[config.mk]
export PLATFORM = sky130hd
export DESIGN_NAME = pd_ctrl
export DESIGN_NICKNAME = d
export VERILOG_FILES = /design/src/rtl/core/pd_pkg.sv /design/src/rtl/core/pd_ctrl.sv
export SDC_FILE = /design/constraint.sdc
export NUM_CORES = 1
export LEC_CHECK = 0
export ABC_AREA = 1
export CAP_MARGIN = 20
export CORE_MARGIN = 1
export CORE_UTILIZATION = 59
export DETAILED_ROUTE_END_ITERATION = 6
export DONT_BUFFER_PORTS = 1
export PLACE_DENSITY = 0.78
export RECOVER_POWER = 25
export SLEW_MARGIN = 20
export SYNTH_ARGS = -nofsm -noshare
export SYNTH_HDL_FRONTEND = slang
export SYNTH_SLANG_ARGS = --single-unit
export TNS_END_PERCENT = 10
[constraint.sdc]
create_clock -name clk -period 2.8 [get_ports clk]
set_input_delay 0.28 -clock clk [delete_from_list [all_inputs] [get_ports clk]]
set_output_delay 0.28 -clock clk [all_outputs]
set_load 0.05 [all_outputs]
[src/rtl/core/pd_pkg.sv]
// pd_pkg: shared types, constants and the step micro-program of the
// particle drag Euler step block. No dependencies.
package pd_pkg;

  // Q16.16 widths
  localparam int WORD_W   = 32;
  localparam int UWORD_W  = 31;
  localparam int CFG_IDX_W = 3;

  // 0.5 * air density * pi in raw Q16.16
  localparam logic [WORD_W-1:0] DRAG_GAIN = 32'd126106;

  // register reset values
  localparam logic [UWORD_W-1:0] DRAG_RST   = 31'd31457;
  localparam logic [UWORD_W-1:0] MASS_RST   = 31'd65536;
  localparam logic [UWORD_W-1:0] RADIUS_RST = 31'd6554;
  localparam logic signed [WORD_W-1:0] GRAV_X_RST = 32'sd0;
  localparam logic signed [WORD_W-1:0] GRAV_Y_RST = -32'sd642908;
  localparam logic signed [WORD_W-1:0] GRAV_Z_RST = 32'sd0;

  localparam logic signed [WORD_W-1:0] SMAX = 32'sh7FFF_FFFF;
  localparam logic signed [WORD_W-1:0] SMIN = 32'sh8000_0000;

  typedef enum logic [CFG_IDX_W-1:0] {
    CFG_DRAG   = 3'd0,
    CFG_MASS   = 3'd1,
    CFG_RADIUS = 3'd2,
    CFG_GRAV_X = 3'd3,
    CFG_GRAV_Y = 3'd4,
    CFG_GRAV_Z = 3'd5
  } cfg_idx_t;

  typedef enum logic [1:0] {
    OP_STEP     = 2'd0,
    OP_LOAD_POS = 2'd1,
    OP_LOAD_VEL = 2'd2,
    OP_LOAD_IMP = 2'd3
  } op_t;

  // micro-operations; names ending in M load the shared multiplier
  typedef enum logic [4:0] {
    U_NOP, U_R2M, U_KC1M, U_KC2M, U_FD1M, U_FD2M, U_FW1M, U_FW2M,
    U_T, U_KC, U_FDRAG, U_FWIND,
    U_DNUMM, U_DSTART, U_WINDM, U_WSAVE, U_FSUM,
    U_ASTART, U_ACC, U_VELM, U_VEL, U_POSM, U_POS,
    U_SQCLR, U_SQM, U_SQACC, U_SQSTART, U_SPEED, U_DONE
  } uop_t;

  typedef struct packed {
    logic       take;   // input word accepted this cycle
    uop_t       uop;
    logic [1:0] ax;     // axis the micro-op works on
  } cmd_t;

  typedef struct packed {
    logic unit_done;    // divider or square root finished
  } stat_t;

  // program entry points
  localparam int PC_W     = 6;
  localparam int PC_COEF  = 0;
  localparam int PC_FORCE = 14;
  localparam int PC_INTEG = 29;
  localparam int PC_LEN   = 47;
  localparam int PC_DONE  = 56;

  function automatic logic is_start(uop_t u);
    return (u == U_DSTART) || (u == U_ASTART) || (u == U_SQSTART);
  endfunction

  function automatic logic [WORD_W-1:0] mag32(logic signed [WORD_W-1:0] a);
    return a[WORD_W-1] ? (~a + 32'd1) : a;
  endfunction

  // saturate a 51-bit signed sum to 32 bits
  function automatic logic signed [WORD_W-1:0] sat32(logic signed [50:0] x);
    logic hi_same;
    hi_same = (x[50:31] == '0) || (x[50:31] == '1);
    if (hi_same) return x[31:0];
    return x[50] ? SMIN : SMAX;
  endfunction

  // step micro-program
  function automatic cmd_t prog(logic [PC_W-1:0] pc);
    cmd_t c;
    logic [PC_W-1:0] off;
    c.take = 1'b0;
    c.uop  = U_NOP;
    c.ax   = 2'd0;
    off    = '0;
    if (pc < PC_W'(PC_FORCE)) begin
      case (pc)
        6'd0:  c.uop = U_R2M;
        6'd1:  c.uop = U_T;
        6'd2:  c.uop = U_KC1M;
        6'd3:  c.uop = U_T;
        6'd4:  c.uop = U_KC2M;
        6'd5:  c.uop = U_KC;
        6'd6:  c.uop = U_FD1M;
        6'd7:  c.uop = U_T;
        6'd8:  c.uop = U_FD2M;
        6'd9:  c.uop = U_FDRAG;
        6'd10: c.uop = U_FW1M;
        6'd11: c.uop = U_T;
        6'd12: c.uop = U_FW2M;
        6'd13: c.uop = U_FWIND;
        default: c.uop = U_NOP;
      endcase
    end else if (pc < PC_W'(PC_INTEG)) begin
      // five micro-ops per axis
      if (pc < 6'd19) begin
        c.ax = 2'd0; off = pc - 6'd14;
      end else if (pc < 6'd24) begin
        c.ax = 2'd1; off = pc - 6'd19;
      end else begin
        c.ax = 2'd2; off = pc - 6'd24;
      end
      case (off)
        6'd0: c.uop = U_DNUMM;
        6'd1: c.uop = U_DSTART;
        6'd2: c.uop = U_WINDM;
        6'd3: c.uop = U_WSAVE;
        6'd4: c.uop = U_FSUM;
        default: c.uop = U_NOP;
      endcase
    end else if (pc < PC_W'(PC_LEN)) begin
      // six micro-ops per axis
      if (pc < 6'd35) begin
        c.ax = 2'd0; off = pc - 6'd29;
      end else if (pc < 6'd41) begin
        c.ax = 2'd1; off = pc - 6'd35;
      end else begin
        c.ax = 2'd2; off = pc - 6'd41;
      end
      case (off)
        6'd0: c.uop = U_ASTART;
        6'd1: c.uop = U_ACC;
        6'd2: c.uop = U_VELM;
        6'd3: c.uop = U_VEL;
        6'd4: c.uop = U_POSM;
        6'd5: c.uop = U_POS;
        default: c.uop = U_NOP;
      endcase
    end else begin
      case (pc)
        6'd47: c.uop = U_SQCLR;
        6'd48: begin c.uop = U_SQM;   c.ax = 2'd0; end
        6'd49: begin c.uop = U_SQACC; c.ax = 2'd0; end
        6'd50: begin c.uop = U_SQM;   c.ax = 2'd1; end
        6'd51: begin c.uop = U_SQACC; c.ax = 2'd1; end
        6'd52: begin c.uop = U_SQM;   c.ax = 2'd2; end
        6'd53: begin c.uop = U_SQACC; c.ax = 2'd2; end
        6'd54: c.uop = U_SQSTART;
        6'd55: c.uop = U_SPEED;
        6'd56: c.uop = U_DONE;
        default: c.uop = U_NOP;
      endcase
    end
    return c;
  endfunction

endpackage

[src/rtl/core/pd_ctrl.sv]
// pd_ctrl: controller - handshakes and the micro-program sequencer.
// Depends on pd_pkg.
module pd_ctrl import pd_pkg::*; (
  input  logic       clk,
  input  logic       rst_n,
  input  logic       in_valid,
  input  logic [1:0] in_op,
  input  logic       in_hit,
  output logic       in_ready,
  output logic       out_valid,
  input  logic       out_ready,
  output cmd_t       cmd,
  input  stat_t      stat
);

  typedef enum logic [3:0] {
    S_IDLE = 4'b0001,
    S_EXEC = 4'b0010,
    S_WAIT = 4'b0100,
    S_RESP = 4'b1000
  } state_t;

  state_t          state_r, state_nxt;
  logic [PC_W-1:0] pc_r, pc_nxt;
  logic            take;
  cmd_t            pcmd;

  assign in_ready  = (state_r == S_IDLE);
  assign out_valid = (state_r == S_RESP);
  assign take      = in_valid && in_ready;
  assign pcmd      = prog(pc_r);

  // command to the datapath
  always_comb begin
    cmd      = pcmd;
    cmd.take = take;
    if (state_r != S_EXEC) begin
      cmd.uop = U_NOP;
      cmd.ax  = 2'd0;
    end
  end

  // sequencer
  always_comb begin
    state_nxt = state_r;
    pc_nxt    = pc_r;
    case (state_r)
      S_IDLE: begin
        if (take) begin
          case (in_op)
            OP_STEP: begin
              state_nxt = S_EXEC;
              pc_nxt    = in_hit ? PC_W'(PC_INTEG) : PC_W'(PC_COEF);
            end
            OP_LOAD_VEL: begin
              state_nxt = S_EXEC;
              pc_nxt    = PC_W'(PC_LEN);
            end
            default: state_nxt = S_RESP;
          endcase
        end
      end
      S_EXEC: begin
        if (pcmd.uop == U_DONE) begin
          state_nxt = S_RESP;
        end else begin
          pc_nxt = pc_r + PC_W'(1);
          if (is_start(pcmd.uop)) state_nxt = S_WAIT;
        end
      end
      S_WAIT: if (stat.unit_done) state_nxt = S_EXEC;
      S_RESP: if (out_ready) state_nxt = S_IDLE;
      default: state_nxt = S_IDLE;
    endcase
  end

  always_ff @(posedge clk) begin
    if (!rst_n) begin
      state_r <= S_IDLE;
      pc_r    <= '0;
    end else begin
      state_r <= state_nxt;
      pc_r    <= pc_nxt;
    end
  end

  a_done_in_wait: assert property (@(posedge clk) disable iff (!rst_n)
    stat.unit_done |-> state_r == S_WAIT)
    else $error("unit finished outside a wait");

  a_start_waits: assert property (@(posedge clk) disable iff (!rst_n)
    (state_r == S_EXEC && is_start(pcmd.uop)) |=> state_r == S_WAIT)
    else $error("unit started without waiting");

  a_pc_range: assert property (@(posedge clk) disable iff (!rst_n)
    state_r == S_EXEC |-> pc_r <= PC_W'(PC_DONE))
    else $error("program counter past end");

endmodule
Word-level counts from Yosys, hierarchy flattened
Memory sizes are Yosys's and may differ from the RTL's. A register that Yosys moved wholly into a read port is not among the register bits. Cells that the tools add are included.

Bitwise operators: 0. Mux-type cells: 37. Magnitude comparators: 7. Reduce and logical (&&, ||, !) cells: 15. $add $sub $neg: 7. Divide/modulo/power cells: 0. Equality and inequality tests: 35. Shift-type cells: 0. $mul: 0.

Operators by type and width (count): $mux 6 (11); $eq 6x6->1 const B (10); $pmux 5 s6 (2); $mux 4 (8); $pmux 5 s5 (1); $eq 6x2->1 const B (4); $pmux 6 s2 (2); $mux 7 (3); $eq 6x3->1 const B (3); $lt 6x5->1 const B (3); $lt 6x6->1 const B (3); $sub 6x5->6 const B (3); $pmux 4 s4 (1); $eq 5x5->1 const B (3); $mux 5 (3); $eq 6x1->1 const B (2); $logic_not 6->1 (2); $sub 6x6->6 const B (2); $mux 2 (5); $reduce_and 4->1 (2); $add 6x1->6 const B (1); $lt 6x4->1 const B (1); $reduce_or 2->1 (3); $reduce_or 3->1 (2); other kinds (17) (21).

Logic and storage cells: 104. Memories: 1. Latch bits: 0. Bits of input ports: 8. Register bits after elaboration: 10. Bits in read-only memories: 64. Bits in writable memories: 0.

Memories: (name not given) (depth 16, bits a word 4, rd ports 1, clocked after memory_dff 1, wr ports 0, RTL line pd_pkg.sv:92) `case (pc)`.

Logic depth before layout (Yosys ltp)
Gate-level depths: netlist (run 1).

Word-level depth: 17. Depth in mapped cells: 26. Mapped depth without buffers: 25.

Worst setup path after synthesis (run 1)
OpenSTA, ideal clock, no wires.

Path kind: flip-flop to flip-flop. Start: register state_r[2]. End: register (tool-made name). Setup slack: -0.443 ns. Data required time: 2.667 ns. Period minus slack after synthesis: 3.243 ns. Library setup time: 0.133 ns. Arrival: 3.110 ns. Cell stages (with the launch flop): 14. Cell sequence: dfxtp_1 nor2_1 inv_1 nor3_1 inv_1 nand2_1 nand3_2 inv_1 nor2_1 nor3_1 inv_1 ha_1 o21ai_0 o21ai_0.

RTL lines: start: declaration (RTL line pd_ctrl.sv:23) `state_t state_r, state_nxt;`; start signal: assignment (RTL line pd_ctrl.sv:82) `state_r <= state_nxt;`.

==> results.cfg, run 1 <==
[final_layout]
fin_cells = 428
area_delta_synth_final_pct = 22.8
finalNetCount = 411
multi_input_comb_area_mm2 = 0.00171
final_cell_mix = nand2_1, inv_1, nor2_1
drive_above_1_share_pct = 28.5
layout_commonest_cell = nand2_1
seq_area_um2 = 295
antenna_cells = 0
n_fill_cell = 283

[setup_path]
cp_max_fo = 6
worstSetupStartpoint = pc_r[1]
crit_path_start_kind = flop
path_cells = buf_8 -> ha_4 -> inv_2 -> nand2_2 -> nand2_2 -> nand2_2 -> o21ai_0 -> and3_4 -> nand3_1 -> nand2_1 -> inv_1 -> nand2_2 -> nand2_2 -> nor2_2 -> buf_6
path_class = flop to output port
end_kind = output port
path_common_cell = nand2_2
reg2reg_slack_ps = 180
required_ps = 2520
cp_slowest_cell = dfxtp_2
r2r_start = pc_r[1]
timing.rr.end = state_r[3]
critPathMaxStageDelay_ps = 340
ff2ff_path_depth = 19
cp.arrival_ps = 2430

[synth]
yosys.area_share.simple_pct = 45.9
synthFlopType = dfxtp_1
synth_cell_types = 42
synth-compound-area-share_pct = 14.4
synthAdderAreaFrac_pct = 11.3
muxShareOfSynthArea_pct = 0
synth_area_mm2 = 0.00210
synth_top_family_by_area = simple AND/OR/NAND/NOR gates
synth-xor-area-share_pct = 2.51
postSynth.asyncResetShare_pct = 0
ys_ff_latch = 14
synth-edff-count = 0
yosysWarnings = 0
synthesis.nets = 380
syn-instance-count = 353
avgSynthCellArea_um2 = 5.94
seq_area_frac_synth_pct = 13.4

[place]
gp_congestion = 1.04
placed_cells = 417
dpl.hpwl_mm = 4.60
numPortBuffers = 0

[route]
routed_wl_mm = 6.19
vias = 2410
firstDrtPassIters = 5
ant_nets = 0
drtIter0Drc = 131
wire_per_inst_um = 14.5
drc = 0
viasPerCell = 5.63

[power_and_ir_drop]
switching_share_pct = 58.8
ir_worst_vdd_v = 0.000814
pwr-share-seq_pct = 14.8
p_leak_nw = 1.26
clkPwrFrac_pct = 4.6
power_mw = 2.51
p_per_area_mw_per_mm2 = 976
p_int_mw = 1.04
p_sw_mw = 1.48
p_comb_share_pct = 80.6

[clock_tree]
root_buffer = clkbuf_4
holdBufCountCts = 0
cts_tree = yes
clock_latency_ps = 280
cts_buffer_depth = 2
htree_num_levels = 1
numCtsBuffers = 3
clkSlewWorstSetupHoldPaths_ps = 80
clock-sinks = 14

[hold_path]
hp-start = rst_n
worstHoldEndpoint = state_r[0]
hold_depth = 1
worstHoldPathType = primary input to flop

[floorplanning]
die_y_um = 61.6
io-pin-count = 18
fp.dieW_um = 61.6
core_mm2 = 0.00336
die_area_mm2 = 0.00379
start_util_pct = 62.3
rows = 21

[run]
max_cap_viol_count = 0

[timing]
maxSlewViolCount = 0
post-route-period-util_pct = 96.7
tns_ps = 0
worst_pin_slew_ps = 620
final_hold_viol_count = 0
finClkSkew_ps = 1.82
fmax_ghz = 0.369
max-slew-margin-rel_pct = 58.7
hold_slack_ps = 87.2
rsz0062_at_grt = true
finalCriticalPeriod_ps = 2710
setup_viol = 0

[global_routing]
grt-ovfl-total = 0
grt_pass1_wl_mm = 8.65
grt_pass1_vias = 2022
antenna_found_initial = 0
track_usage_pct = 31.2
grt_max_degree = 13

[outcome]
status = complete, no violations
[timing repair]
action / CTS / global route
pin swaps: 0 / 23
buffers inserted: 0 / 8
setup endpoints to repair: 5 / 11
gates resized for setup: 4 / 54
[power groups by stage]
stage / Clock, mW / Combinational, mW / Sequential [mW]
2_1_floorplan: 0 / 1.38 / 0.327
6_report: 0.115 / 2.02 / 0.372
3_5_place_dp: 0 / 1.77 / 0.357
5_1_grt: 0.122 / 2.22 / 0.380
4_1_cts: 0.111 / 1.79 / 0.357
3_3_place_gp: 0 / 1.76 / 0.355
[how the worst max path moves through the flow]
stage / endpoint / slack (ps) / cells after the start
after CTS: cmd[6] / 20 / 15
after detailed placement: state_r[3] / 7 / 19
after floorplan: cmd[4] / -90 / 16
after global routing: cmd[2] / -80 / 21
final: cmd[2] / 90 / 15
after global placement: state_r[3] / 0.2 / 19
[Yosys cell counts, types with 2 or more instances]
library cell	number	area (um^2)
a31oi_1	3	18.8
a21oi_2	2	17.5
o211ai_1	2	15.0
buf_2	2	10.0
nand3_1	29	145
o21ai_1	2	10.0
buf_4	2	15.0
inv_2	6	22.5
nand2_1	75	282
nor2_1	44	165
inv_1	51	191
nand2_2	11	68.8
nor2_2	4	25.0
nor2_4	2	22.5
nor3_1	12	60.1
nand2_4	4	45.0
o21ai_0	21	105
nand4_1	5	31.3
nand3_2	4	40.0
a21oi_1	15	75.1
ha_1	19	238
xor2_1	5	43.8
dfxtp_1	14	280
[critical path: cells and delay by family (launching register included)]
kind | cells | cell delay [ps]
fa+ha+maj | 1 | 170
buf+inv | 4 | 450
simple gates | 9 | 920
flops | 1 | 340
compound gates | 1 | 270
[kinds of logic after synthesis]
kind of cell	Yosys count
simple gates	198
buf+inv	64
compound gates	52
fa+ha+maj	19
flops	14
xor+xnor	6
[per-stage QoR]
stage | setup WS, ps | cell area [um^2] | utilization [%]
6_report | 91.1 | 2570 | 76.5
2_1_floorplan | -91.3 | 2100 | -
5_1_grt | -75.3 | 2570 | 76.5
3_5_place_dp | 6.55 | 2300 | 68.5
4_1_cts | 24.3 | 2330 | 69.4
3_3_place_gp | 0.217 | 2300 | 68.5
[area by class of cell]
cell class / count / area share, %
Clock buffer: 3 / 0.875
Timing Repair Buffer: 32 / 9.92
Tap cell: 46 / 2.24
Multi-Input combinational cell: 275 / 66.5
Sequential cell: 14 / 11.5
Inverter: 58 / 9.04
[routing by layer]
| layer | wire length (um) | vias to the layer above | part of all wire, % | global-route usage, % |
|---|---|---|---|---|
| li1 | - | 1205 | - | - |
| met1 | 2600 | 1083 | 42 | 36.5 |
| met2 | 3030 | 97 | 49 | 58.2 |
| met3 | 339 | 25 | 5.5 | 2.10 |
| met4 | 219 | 0 | 3.5 | 13.3 |
| met5 | 0 | - | 0 | 0 |
No activity file was read; power rests on OpenSTA's default activity.
==> inputs of run 2 (changes only) <==
Settings changed: CORE_UTILIZATION 59 to 66, PLACE_DENSITY 0.78 to 0.82.
Clock period 2.8 ns to 3.2 ns, I/O delays scaled along.
==> results.cfg, run 2 (synthesis gave the netlist of run 1 again) <==
[floorplanning]
die_area_mm2 = 0.00340
io-pin-count = 18
fp.dieW_um = 58.4
core_mm2 = 0.00303
rows = 20
start_util_pct = 69.2
die_y_um = 58.4

[clock_tree]
clkSlewWorstSetupHoldPaths_ps = 90
clock_latency_ps = 290
post_cts_resized = 0
clock-sinks = 14
cts_buffer_depth = 2
htree_num_levels = 1
numCtsBuffers = 3
holdBufCountCts = 0
cts_tree = yes
root_buffer = clkbuf_4
cts_setup_buffers = 0

[global_routing]
grt_pass1_vias = 2023
antenna_found_initial = 0
grt_max_degree = 14
grt-ovfl-total = 0
grt_pass1_wl_mm = 8.69
track_usage_pct = 33.4

[timing]
final_hold_viol_count = 0
post-route-period-util_pct = 91.4
max-slew-margin-rel_pct = 58.1
rsz0062_at_grt = false
worst_pin_slew_ps = 629
finClkSkew_ps = 4.19
finalCriticalPeriod_ps = 2920
tns_ps = 0
setup_viol = 0
maxSlewViolCount = 0
fmax_ghz = 0.342

[power_and_ir_drop]
power_mw = 1.96
p_leak_nw = 1.16
p_per_area_mw_per_mm2 = 858
ir_worst_vdd_v = 0.000612

[hold_path]
worstHoldPathType = primary input to flop
hp-start = rst_n
worstHoldEndpoint = state_r[0]
hold_depth = 1

[setup_path]
end_kind = output port
reg2reg_slack_ps = 350
required_ps = 2880
ff2ff_path_depth = 15
path_class = flop to output port
cp_max_fo = 5
crit_path_start_kind = flop
cp.arrival_ps = 2600
r2r_start = pc_r[0]

[final_layout]
final_cell_mix = nand2_1, inv_1, nor2_1
antenna_cells = 0
drive_above_1_share_pct = 17.1
area_delta_synth_final_pct = 8.96
layout_commonest_cell = nand2_1
finalNetCount = 397

[route]
vias = 2291
ant_nets = 0
drc = 0
viasPerCell = 5.55
firstDrtPassIters = 5
drtIter0Drc = 127
wire_per_inst_um = 13.1
routed_wl_mm = 5.41

[place]
dpl.hpwl_mm = 4.32
numPortBuffers = 0
gp_congestion = 0.944

[run]
max_cap_viol_count = 0

[outcome]
status = complete, no violations
## run 2: cell count changes in the layout (fill, tap and decap cells not counted), sizes merged
| cell | change |
|---|---|
| buf | -14 |
| clkbuf | +1 |
| inv | +1 |
| clkinv | -1 |
## run 2: worst max-delay path by stage
stage	from	to	depth (start not counted)	slack (ps)
after floorplan	pc_r[0]	cmd[4]	16	270
after global placement	pc_r[1]	flop	16	410
after detailed placement	pc_r[1]	flop	16	240
after CTS	pc_r[1]	cmd[6]	16	50
after global routing	pc_r[0]	cmd[6]	15	30
final	pc_r[0]	cmd[6]	15	280
## run 2: worst max-delay path, stage by stage (launching register included)
cell     delay [ps]
dfxtp_1         330
inv_1           210
ha_2            300
nand2_4          80
nand2_4          90
nand4_1         190
nand2_1         110
nand2_1          90
a21oi_1         120
nand3_1         110
nand2_1          70
nand2_1          60
a21oi_2         200
inv_1            60
nor2_1           80
buf_4           200
## run 2: layer usage
| metal | GRT usage, % | routed length, um | up-vias |
|---|---|---|---|
| met3 | 1.76 | 254 | 17 |
| met5 | 0 | 0 | - |
| met1 | 38.9 | 2320 | 1024 |
| met2 | 62.4 | 2670 | 74 |
| li1 | - | - | 1176 |
| met4 | 16.0 | 161 | 0 |
## run 2: final cells by class
type / count / area [um^2]
Fill cell: 277 / 744
Multi-Input combinational cell: 275 / 1570
Timing Repair Buffer: 18 / 124
Sequential cell: 14 / 282
Tap cell: 44 / 55.1
Clock buffer: 4 / 36.3
Inverter: 58 / 220
## run 2: through the flow
step,setup WS [ps],area (um^2),hold slack (ps),std cells,util (%)
global route,25.5,2280,131,413,75.4
global placement,412,2260,412,409,74.5
finish,276,2280,107,413,75.4
CTS,49.5,2290,113,413,75.7
floorplan,269,2100,404,353,-
detailed placement,236,2260,409,409,74.5
## run 2: where the power goes
group,internal (mW),switching [mW]
logic,0.499,1.02
clock network,0.0695,0.0629
registers,0.238,0.0665
